File: config.mk
export PLATFORM = sky130hd
export DESIGN_NAME = sslg_ctrl
export DESIGN_NICKNAME = d
export VERILOG_FILES = /design/src/design/assert_macros.svh /design/src/design/sslg_pkg.sv /design/src/design/sslg_ctrl.sv
export SDC_FILE = /design/constraint.sdc
export NUM_CORES = 1
export LEC_CHECK = 0
export BUFFER_PORTS_ARGS = -buffer_cell sky130_fd_sc_hd__buf_2
export CAP_MARGIN = 10
export CORE_MARGIN = 3
export CORE_UTILIZATION = 45
export DETAILED_ROUTE_END_ITERATION = 10
export PLACE_DENSITY = 0.83
export SETUP_SLACK_MARGIN = 0.15
export SLEW_MARGIN = 40
export SYNTH_ARGS = -nofsm -noshare
export SYNTH_HDL_FRONTEND = slang
export SYNTH_SLANG_ARGS = --single-unit
File: constraint.sdc
create_clock -name clock -period 2.2 [get_ports clock]
set_input_delay 0.22 -clock clock [delete_from_list [all_inputs] [get_ports clock]]
set_output_delay 0.22 -clock clock [all_outputs]
set_load 0.01 [all_outputs]
File: src/design/assert_macros.svh
// ---------------------------------------------------------------------------
// assertion macros shared by the design files
// ---------------------------------------------------------------------------
`ifndef ASSERT_MACROS_SVH
`define ASSERT_MACROS_SVH

// expression must hold at every clock edge out of reset
`define SSLG_ASSERT_ALWAYS(label, expr, msg) \
   label: assert property (@(posedge clock) disable iff (reset) (expr)) else $error(msg);

// consequent must hold in the cycle after the antecedent
`define SSLG_ASSERT_NEXT(label, ante, cons, msg) \
   label: assert property (@(posedge clock) disable iff (reset) (ante) |=> (cons)) \
      else $error(msg);

`endif

File: src/design/sslg_pkg.sv
// ---------------------------------------------------------------------------
// sslg_pkg
// types, field constants and command codes for the share interpolator
// ---------------------------------------------------------------------------
package sslg_pkg;

   localparam int FE_W = 256;

   // field prime 2^256 - 2^32 - 977 and the inversion exponent p - 2
   localparam logic [FE_W-1:0] P_VAL =
      256'hFFFFFFFF_FFFFFFFF_FFFFFFFF_FFFFFFFF_FFFFFFFF_FFFFFFFF_FFFFFFFE_FFFFFC2F;
   localparam logic [FE_W-1:0] EXP_PM2 =
      256'hFFFFFFFF_FFFFFFFF_FFFFFFFF_FFFFFFFF_FFFFFFFF_FFFFFFFF_FFFFFFFE_FFFFFC2D;

   // status codes
   localparam logic [1:0] ST_OK    = 2'd0;
   localparam logic [1:0] ST_RANGE = 2'd1;
   localparam logic [1:0] ST_DUP   = 2'd2;
   localparam logic [1:0] ST_MANY  = 2'd3;

   // datapath operations
   typedef logic [3:0] op_type;
   localparam op_type OP_NONE    = 4'd0;
   localparam op_type OP_INIT_Y  = 4'd1;
   localparam op_type OP_INIT_ND = 4'd2;
   localparam op_type OP_LOAD_S  = 4'd3;
   localparam op_type OP_DIFF    = 4'd4;
   localparam op_type OP_ADD_Y   = 4'd5;
   localparam op_type OP_INIT_R  = 4'd6;
   localparam op_type OP_MUL_NUM = 4'd7;
   localparam op_type OP_MUL_DEN = 4'd8;
   localparam op_type OP_MUL_SN  = 4'd9;
   localparam op_type OP_MUL_T   = 4'd10;
   localparam op_type OP_MUL_SY  = 4'd11;
   localparam op_type OP_MUL_YD  = 4'd12;
   localparam op_type OP_MUL_RR  = 4'd13;
   localparam op_type OP_MUL_RY  = 4'd14;
   localparam op_type OP_MUL_YR  = 4'd15;

   typedef struct packed {
      logic [15:0] share_index;
      logic [63:0] limb_value;
      logic [1:0]  limb_number;
      logic        last_share;
   } req_type;

   typedef struct packed {
      logic [63:0] result_limb;
      logic [1:0]  result_limb_number;
      logic [1:0]  status;
      logic        last_limb;
   } rsp_type;

   typedef struct packed {
      op_type     op;
      logic       mul_start;
      logic [1:0] limb;
      logic       val_we;
      logic       x_we;
   } cmd_type;

   typedef struct packed {
      logic mul_done;
      logic ge_p;
      logic dup;
   } stat_type;

   // field value of a - b for two 16-bit coordinates
   function automatic logic [FE_W-1:0] sub16(input logic [15:0] a, input logic [15:0] b);
      logic [16:0] d;
      d = {1'b0, a} - {1'b0, b};
      return d[16] ? (P_VAL + {{(FE_W-17){1'b1}}, d}) : {{(FE_W-17){1'b0}}, d};
   endfunction

endpackage

File: src/design/sslg_ctrl.sv
// ---------------------------------------------------------------------------
// sslg_ctrl
// load, interpolation and output sequencer
// ---------------------------------------------------------------------------
module sslg_ctrl #(
   parameter int MAX_SHARES = 64,
   parameter int IW = 6,
   parameter int CW = 7
) (
   input  logic               clock,
   input  logic               reset,
   input  logic               req_valid,
   output logic               req_ready,
   input  sslg_pkg::req_type  req,
   output logic               rsp_valid,
   input  logic               rsp_ready,
   output logic [1:0]         rsp_limb_number,
   output logic [1:0]         rsp_status,
   output logic               rsp_last,
   input  sslg_pkg::stat_type stat,
   output sslg_pkg::cmd_type  cmd,
   output logic [IW-1:0]      wr_slot,
   output logic [IW+1:0]      val_raddr,
   output logic [IW-1:0]      x_raddr
);

   localparam logic [4:0] S_LOAD  = 5'd0;
   localparam logic [4:0] S_CHECK = 5'd1;
   localparam logic [4:0] S_SHARE = 5'd2;
   localparam logic [4:0] S_SRD   = 5'd3;
   localparam logic [4:0] S_JNEXT = 5'd4;
   localparam logic [4:0] S_JRD   = 5'd5;
   localparam logic [4:0] S_MNUM  = 5'd6;
   localparam logic [4:0] S_MDEN  = 5'd7;
   localparam logic [4:0] S_MSN   = 5'd8;
   localparam logic [4:0] S_MT    = 5'd9;
   localparam logic [4:0] S_MSY   = 5'd10;
   localparam logic [4:0] S_ADDY  = 5'd11;
   localparam logic [4:0] S_MYD   = 5'd12;
   localparam logic [4:0] S_INITR = 5'd13;
   localparam logic [4:0] S_MRR   = 5'd14;
   localparam logic [4:0] S_MRY   = 5'd15;
   localparam logic [4:0] S_MFIN  = 5'd16;
   localparam logic [4:0] S_OUT   = 5'd17;
   localparam logic [4:0] S_RSET  = 5'd18;
   localparam logic [4:0] S_RRD   = 5'd19;
   localparam logic [4:0] S_RCMP  = 5'd20;

   localparam logic [CW-1:0] MAX_CNT = CW'(MAX_SHARES);

   logic [4:0]    state_ff, state_in;
   logic [CW-1:0] count_ff, count_in;
   logic [1:0]    err_ff, err_in;
   logic [CW-1:0] i_ff, i_in;
   logic [CW-1:0] j_ff, j_in;
   logic [1:0]    k_ff, k_in;
   logic [7:0]    bit_ff, bit_in;
   logic          run_ff, run_in;
   logic          mul_fin;
   logic [CW-1:0] i_next;

   assign i_next = i_ff + CW'(1);

   always_comb begin
      state_in  = state_ff;
      count_in  = count_ff;
      err_in    = err_ff;
      i_in      = i_ff;
      j_in      = j_ff;
      k_in      = k_ff;
      bit_in    = bit_ff;
      run_in    = run_ff;
      cmd       = '0;
      req_ready = 1'b0;
      rsp_valid = 1'b0;
      mul_fin   = 1'b0;
      wr_slot   = count_ff[IW-1:0];
      val_raddr = {i_ff[IW-1:0], k_ff};
      x_raddr   = i_ff[IW-1:0];

      // shared multiply handshake: start once, then wait for done
      priority case (state_ff)
         S_MNUM, S_MDEN, S_MSN, S_MT, S_MSY, S_MYD, S_MRR, S_MRY, S_MFIN: begin
            if (!run_ff) begin
               cmd.mul_start = 1'b1;
               run_in        = 1'b1;
            end else if (stat.mul_done) begin
               run_in  = 1'b0;
               mul_fin = 1'b1;
            end
         end
         default: begin
         end
      endcase

      unique case (state_ff)
         // take share limbs
         S_LOAD: begin
            req_ready = 1'b1;
            if (req_valid) begin
               if (count_ff == MAX_CNT) begin
                  err_in = sslg_pkg::ST_MANY;
               end else begin
                  cmd.val_we = 1'b1;
                  if (req.limb_number == 2'd3) begin
                     cmd.x_we = 1'b1;
                     count_in = count_ff + CW'(1);
                  end
               end
               if ((req.limb_number == 2'd3) && req.last_share) begin
                  state_in = S_CHECK;
               end
            end
         end
         S_CHECK: begin
            k_in = 2'd0;
            i_in = '0;
            if (err_ff != sslg_pkg::ST_OK) begin
               state_in = S_OUT;
            end else begin
               state_in = S_RSET;
            end
         end
         // range scan over the stored share values
         S_RSET: begin
            val_raddr = {i_ff[IW-1:0], 2'd0};
            k_in      = 2'd0;
            state_in  = S_RRD;
         end
         S_RRD: begin
            cmd.op    = sslg_pkg::OP_LOAD_S;
            cmd.limb  = k_ff;
            val_raddr = {i_ff[IW-1:0], k_ff + 2'd1};
            if (k_ff == 2'd3) begin
               state_in = S_RCMP;
            end else begin
               k_in = k_ff + 2'd1;
            end
         end
         S_RCMP: begin
            if (stat.ge_p) begin
               err_in   = sslg_pkg::ST_RANGE;
               k_in     = 2'd0;
               state_in = S_OUT;
            end else if (i_next == count_ff) begin
               cmd.op   = sslg_pkg::OP_INIT_Y;
               i_in     = '0;
               state_in = S_SHARE;
            end else begin
               i_in     = i_next;
               state_in = S_RSET;
            end
         end
         // fetch share i
         S_SHARE: begin
            cmd.op    = sslg_pkg::OP_INIT_ND;
            val_raddr = {i_ff[IW-1:0], 2'd0};
            k_in      = 2'd0;
            state_in  = S_SRD;
         end
         S_SRD: begin
            cmd.op    = sslg_pkg::OP_LOAD_S;
            cmd.limb  = k_ff;
            val_raddr = {i_ff[IW-1:0], k_ff + 2'd1};
            if (k_ff == 2'd3) begin
               j_in     = '0;
               state_in = S_JNEXT;
            end else begin
               k_in = k_ff + 2'd1;
            end
         end
         // basis product over the other shares
         S_JNEXT: begin
            x_raddr = j_ff[IW-1:0];
            priority if (j_ff == count_ff) begin
               state_in = S_MSN;
            end else if (j_ff == i_ff) begin
               j_in = j_ff + CW'(1);
            end else begin
               state_in = S_JRD;
            end
         end
         S_JRD: begin
            if (stat.dup) begin
               err_in   = sslg_pkg::ST_DUP;
               k_in     = 2'd0;
               state_in = S_OUT;
            end else begin
               cmd.op   = sslg_pkg::OP_DIFF;
               state_in = S_MNUM;
            end
         end
         S_MNUM: begin
            cmd.op = sslg_pkg::OP_MUL_NUM;
            if (mul_fin) begin
               state_in = S_MDEN;
            end
         end
         S_MDEN: begin
            cmd.op = sslg_pkg::OP_MUL_DEN;
            if (mul_fin) begin
               j_in     = j_ff + CW'(1);
               state_in = S_JNEXT;
            end
         end
         // fold the term into yn / yd
         S_MSN: begin
            cmd.op = sslg_pkg::OP_MUL_SN;
            if (mul_fin) begin
               state_in = S_MT;
            end
         end
         S_MT: begin
            cmd.op = sslg_pkg::OP_MUL_T;
            if (mul_fin) begin
               state_in = S_MSY;
            end
         end
         S_MSY: begin
            cmd.op = sslg_pkg::OP_MUL_SY;
            if (mul_fin) begin
               state_in = S_ADDY;
            end
         end
         S_ADDY: begin
            cmd.op   = sslg_pkg::OP_ADD_Y;
            state_in = S_MYD;
         end
         S_MYD: begin
            cmd.op = sslg_pkg::OP_MUL_YD;
            if (mul_fin) begin
               i_in     = i_next;
               state_in = (i_next == count_ff) ? S_INITR : S_SHARE;
            end
         end
         // inverse of yd by square and multiply
         S_INITR: begin
            cmd.op   = sslg_pkg::OP_INIT_R;
            bit_in   = 8'd255;
            state_in = S_MRR;
         end
         S_MRR: begin
            cmd.op = sslg_pkg::OP_MUL_RR;
            if (mul_fin) begin
               priority if (sslg_pkg::EXP_PM2[bit_ff]) begin
                  state_in = S_MRY;
               end else if (bit_ff == 8'd0) begin
                  state_in = S_MFIN;
               end else begin
                  bit_in = bit_ff - 8'd1;
               end
            end
         end
         S_MRY: begin
            cmd.op = sslg_pkg::OP_MUL_RY;
            if (mul_fin) begin
               if (bit_ff == 8'd0) begin
                  state_in = S_MFIN;
               end else begin
                  bit_in   = bit_ff - 8'd1;
                  state_in = S_MRR;
               end
            end
         end
         S_MFIN: begin
            cmd.op = sslg_pkg::OP_MUL_YR;
            if (mul_fin) begin
               k_in     = 2'd0;
               state_in = S_OUT;
            end
         end
         // four result limbs
         S_OUT: begin
            rsp_valid = 1'b1;
            cmd.limb  = k_ff;
            if (rsp_ready) begin
               if (k_ff == 2'd3) begin
                  count_in = '0;
                  err_in   = sslg_pkg::ST_OK;
                  state_in = S_LOAD;
               end else begin
                  k_in = k_ff + 2'd1;
               end
            end
         end
         default: begin
            state_in = S_LOAD;
         end
      endcase
   end

   assign rsp_limb_number = k_ff;
   assign rsp_status      = err_ff;
   assign rsp_last        = (k_ff == 2'd3);

   always_ff @(posedge clock) begin
      if (reset) begin
         state_ff <= S_LOAD;
         count_ff <= '0;
         err_ff   <= sslg_pkg::ST_OK;
         run_ff   <= 1'b0;
         k_ff     <= '0;
      end else begin
         state_ff <= state_in;
         count_ff <= count_in;
         err_ff   <= err_in;
         run_ff   <= run_in;
         k_ff     <= k_in;
      end
      i_ff   <= i_in;
      j_ff   <= j_in;
      bit_ff <= bit_in;
   end

endmodule

==> metrics.md <==
| Metric | Value |
|---|---|
| Status | finished, violations left |
| Violations in the final reports | negative setup slack |
| Area of the core | 0.00745 sq mm |
| Routed WL per cell | 17.6 um |
| Ys flop type | sky130_fd_sc_hd__edfxtp_1 |
| GP Congestion | 0.979 |
| Depth of the worst register-to-register path | 9 |
| Mean instance size in the synthesized netlist | 7.99 sq um |
| Endpoint required time on the critical path | 1980 ps |
| Vias in the first global route | 3496 |
| Largest net degree at the start of global routing | 28 |
| Antenna violations before repair | 0 |
| Largest area contributor in the netlist | sky130_fd_sc_hd__edfxtp_1 |
| Count of final setup violators | 13 |
| Leading cell types in the layout, fill and taps excluded | 54 x sky130_fd_sc_hd__buf_4, 43 x sky130_fd_sc_hd__nor2_1, 39 x sky130_fd_sc_hd__buf_2 |
| Buffer cell driving the clock tree root | sky130_fd_sc_hd__clkbuf_8 |
| Leakage power summed over all cells | 1.82 nW |
| Die Outline Area | 0.00901 sq mm |
| Instance count along the most critical hold path | 2 |
| Xor/xnor share of the synthesized area | 12.5% |
| Critical path startpoint category | register |
| Detailed-route via count | 3685 |
| CP arrival | 2330 ps |
| Period utilization | 116% |
| Number of library cell types mapped by synthesis | 65 |
| Largest family of logic cells by synthesized area | simple AND/OR/NAND/NOR gates |
| Count of yosys warnings during synthesis | 0 |
| Total of flip-flops plus latches after synthesis | 40 |
| Global router's overall resource usage | 24.2% |
| Maximum net fanout on the critical path | 3 |
| Final-report max-slew violation count | 0 |
| Synth Area in Simple Gates | 27.2% |
| IR drop worst, VDD | 0.355 mV |
| H-tree depth reported by CTS | 2 |
| Synthesized-area fraction occupied by ao, oa, aoi and oai cells | 18.2% |
| HPWL after detailed placement | 7720 um |
| Area of combinational cells with multiple inputs | 0.00244 sq mm |
| Adder-cell share of the synthesized area | 2.46% |
| Slew HR | 63.4% |
| Diodes inserted | 0 |
| Share of flip-flops with an asynchronous set or reset after synthesis | 0% |
| Worst setup startpoint | i_ff[1] |
| Initial core utilization | 47.7% |
| Number of maximum-capacitance constraint violations | 0 |
| Final Hold Violating Endpoints | 0 |
| Hold_buf cts | 0 |
| TritonCTS clock tree | done |
| Count of flip-flops with a built-in enable after synthesis | 22 |
| Cell count after synthesis | 445 |
| Die width | 94.9 um |
| Class of the most critical hold timing path | primary input to register |
| I/O pin count | 126 |
| Post-synthesis net count | 542 |
| Die Height | 94.9 um |
| Number of buffers created by CTS | 5 |
| Post-route worst hold slack | 224 ps |
| Placed inst area | 0.00410 sq mm |
| Synthesis-to-finish area growth | 27.8% |
| Buffer levels on the longest clock path | 2 |
| Top-area cell type share of the netlist area | 18.6% |
| Hold path start | reset |
| Power density over the cells | 663 mW/mm^2 |
| Cell area after synthesis | 0.00356 sq mm |
| Total overflow reported by the global router | 0 |
| Clock edge transition at the registers on the reported setup and hold paths | 90 ps |
| Fin Setup TNS | -2690 ps |
| Total Wirelength | 10800 um |
| Slew at the pin closest to its max-slew limit | 544 ps |
| Fill count | 644 |
| Start of the worst register-to-register path | i_ff[1] |
| Post-route minimum period | 2550 ps |
| FMAX | 0.391 GHz |
| Total clock sinks | 40 |
| Most common cell after layout, fill and taps aside | sky130_fd_sc_hd__buf_4 |
| Top cells by area in the synthesized netlist | sky130_fd_sc_hd__edfxtp_1 19%, sky130_fd_sc_hd__dfxtp_1 10%, sky130_fd_sc_hd__nor2_1 5.6%, sky130_fd_sc_hd__xnor2_1 5.4%, sky130_fd_sc_hd__xor2_1 4.9% |
| Area taken by flip-flops and latches | 0.00103 sq mm |
| Clock Skew | 9.46 ps |
| Number of rows created at floorplan | 31 |
| Slack of the worst reg-to-reg path | -260 ps |
| Share of post-route cells with drive strength above 1 | 32.1% |
| Mux cell area share after synthesis | 2.74% |
| ANT nets after route | 0 |
| Post-detailed-route DRC marker count | 0 |
| Proportion of synthesized chip area in sequential cells | 28.7% |
| Unrepaired setup endpoints after global routing | yes |
| Startpoint-to-endpoint class of the critical path | register to primary output |
| Post-Layout Inst Area | 0.00455 sq mm |
| Detailed-routing iteration count for the pre-antenna-repair pass | 6 |
| Type of element capturing the critical path | primary output |
| Wire length of the first global-routing pass | 17300 um |
| Count of nets after finishing | 610 |
| Post-DR vias/cell | 6.01 |
| Number of DRC markers after the initial detailed-route iteration | 386 |
| Worst setup slack after layout | -354 ps |
| Number of buffer cells added on primary ports | 45 |
| Clock insertion delay at the later pin of the skew report | 310 ps |
-- synthesized netlist by cell type, drive strengths merged (10+ instances only) --
| cell | instances |
|---|---|
| o21ai | 19 |
| nor3 | 15 |
| a21oi | 19 |
| nor2 | 53 |
| clkbuf | 18 |
| dfxtp | 18 |
| nand3 | 24 |
| edfxtp | 22 |
| xnor2 | 23 |
| inv | 16 |
| xor2 | 21 |
| nand2 | 35 |
| nand2b | 10 |
| buf | 27 |
-- kinds of logic (layout without fill, tap and decap cells) --
kind of cell	Yosys count	count (layout)
adders and majority gates	7	7
buffers and inverters	62	131
DFF	40	40
and+or+nand+nor	189	189
muxes	9	9
AOI/OAI and AO/OA	92	92
xor gates and xnor gates	46	46
-- stage by stage --
stage	util [%]	instances	worst slack, ps	power, mW
finish	61.0	613	-354	3.01
global route	61.0	613	-402	3.15
CTS	58.9	604	-261	2.88
detailed placement	55.1	591	-17.4	2.18
global placement	55.1	591	9.97	2.15
floorplan	-	445	5.55	1.73
-- timing repair --
item                       4_1_cts  5_1_grt
pin swaps                       12       10
resized for setup               32       25
setup endpoints to repair       24       51
hold endpoints to repair         0        0
setup buffers                    5        9
-- power breakdown --
group	total, mW	leakage (nW)	internal, mW	switching [mW]
Sequential	0.918	0.391	0.847	0.0709
Clock	0.616	0.0552	0.337	0.279
Combinational	1.48	1.37	0.696	0.783
-- per-layer routing --
metal | wire length [um] | track usage, % | share of wire, % | vias up
li1 | - | - | - | 1722
met1 | 4600 | 33.1 | 43 | 1711
met2 | 5060 | 39.5 | 47 | 217
met3 | 854 | 3.27 | 7.9 | 35
met4 | 272 | 7.69 | 2.5 | 0
met5 | 0 | 0 | 0 | -
-- cell type report --
type	instances	share of cell area (%)
Tap cell	99	2.73
Timing Repair Buffer	106	17.0
Sequential cell	40	22.8
Clock buffer	6	1.60
Inverter	17	1.40
Clock inverter	2	0.771
Multi-Input combinational cell	343	53.7
-- state kept, by name (all words and copies together) (netlist names), named ones only --
name and flops:
bit_ff 8, count_ff 7, i_ff 7, j_ff 7
state_ff 5, rsp_limb_number 2, rsp_status 2, run_ff 1
-- worst paths after layout --
path	end
max	cmd[5]
min	rsp_limb_number[1]
max reg2reg	i_ff[1]
min reg2reg	rsp_limb_number[1]
-- critical path, cell delays in order (launching register included) --
cell,delay (ps)
sky130_fd_sc_hd__edfxtp_1,470
sky130_fd_sc_hd__ha_4,230
sky130_fd_sc_hd__xnor2_4,140
sky130_fd_sc_hd__xnor2_1,130
sky130_fd_sc_hd__or4_4,450
sky130_fd_sc_hd__nor4_4,240
sky130_fd_sc_hd__a221o_1,240
sky130_fd_sc_hd__buf_2,140
(Power assumes the default switching activity.)
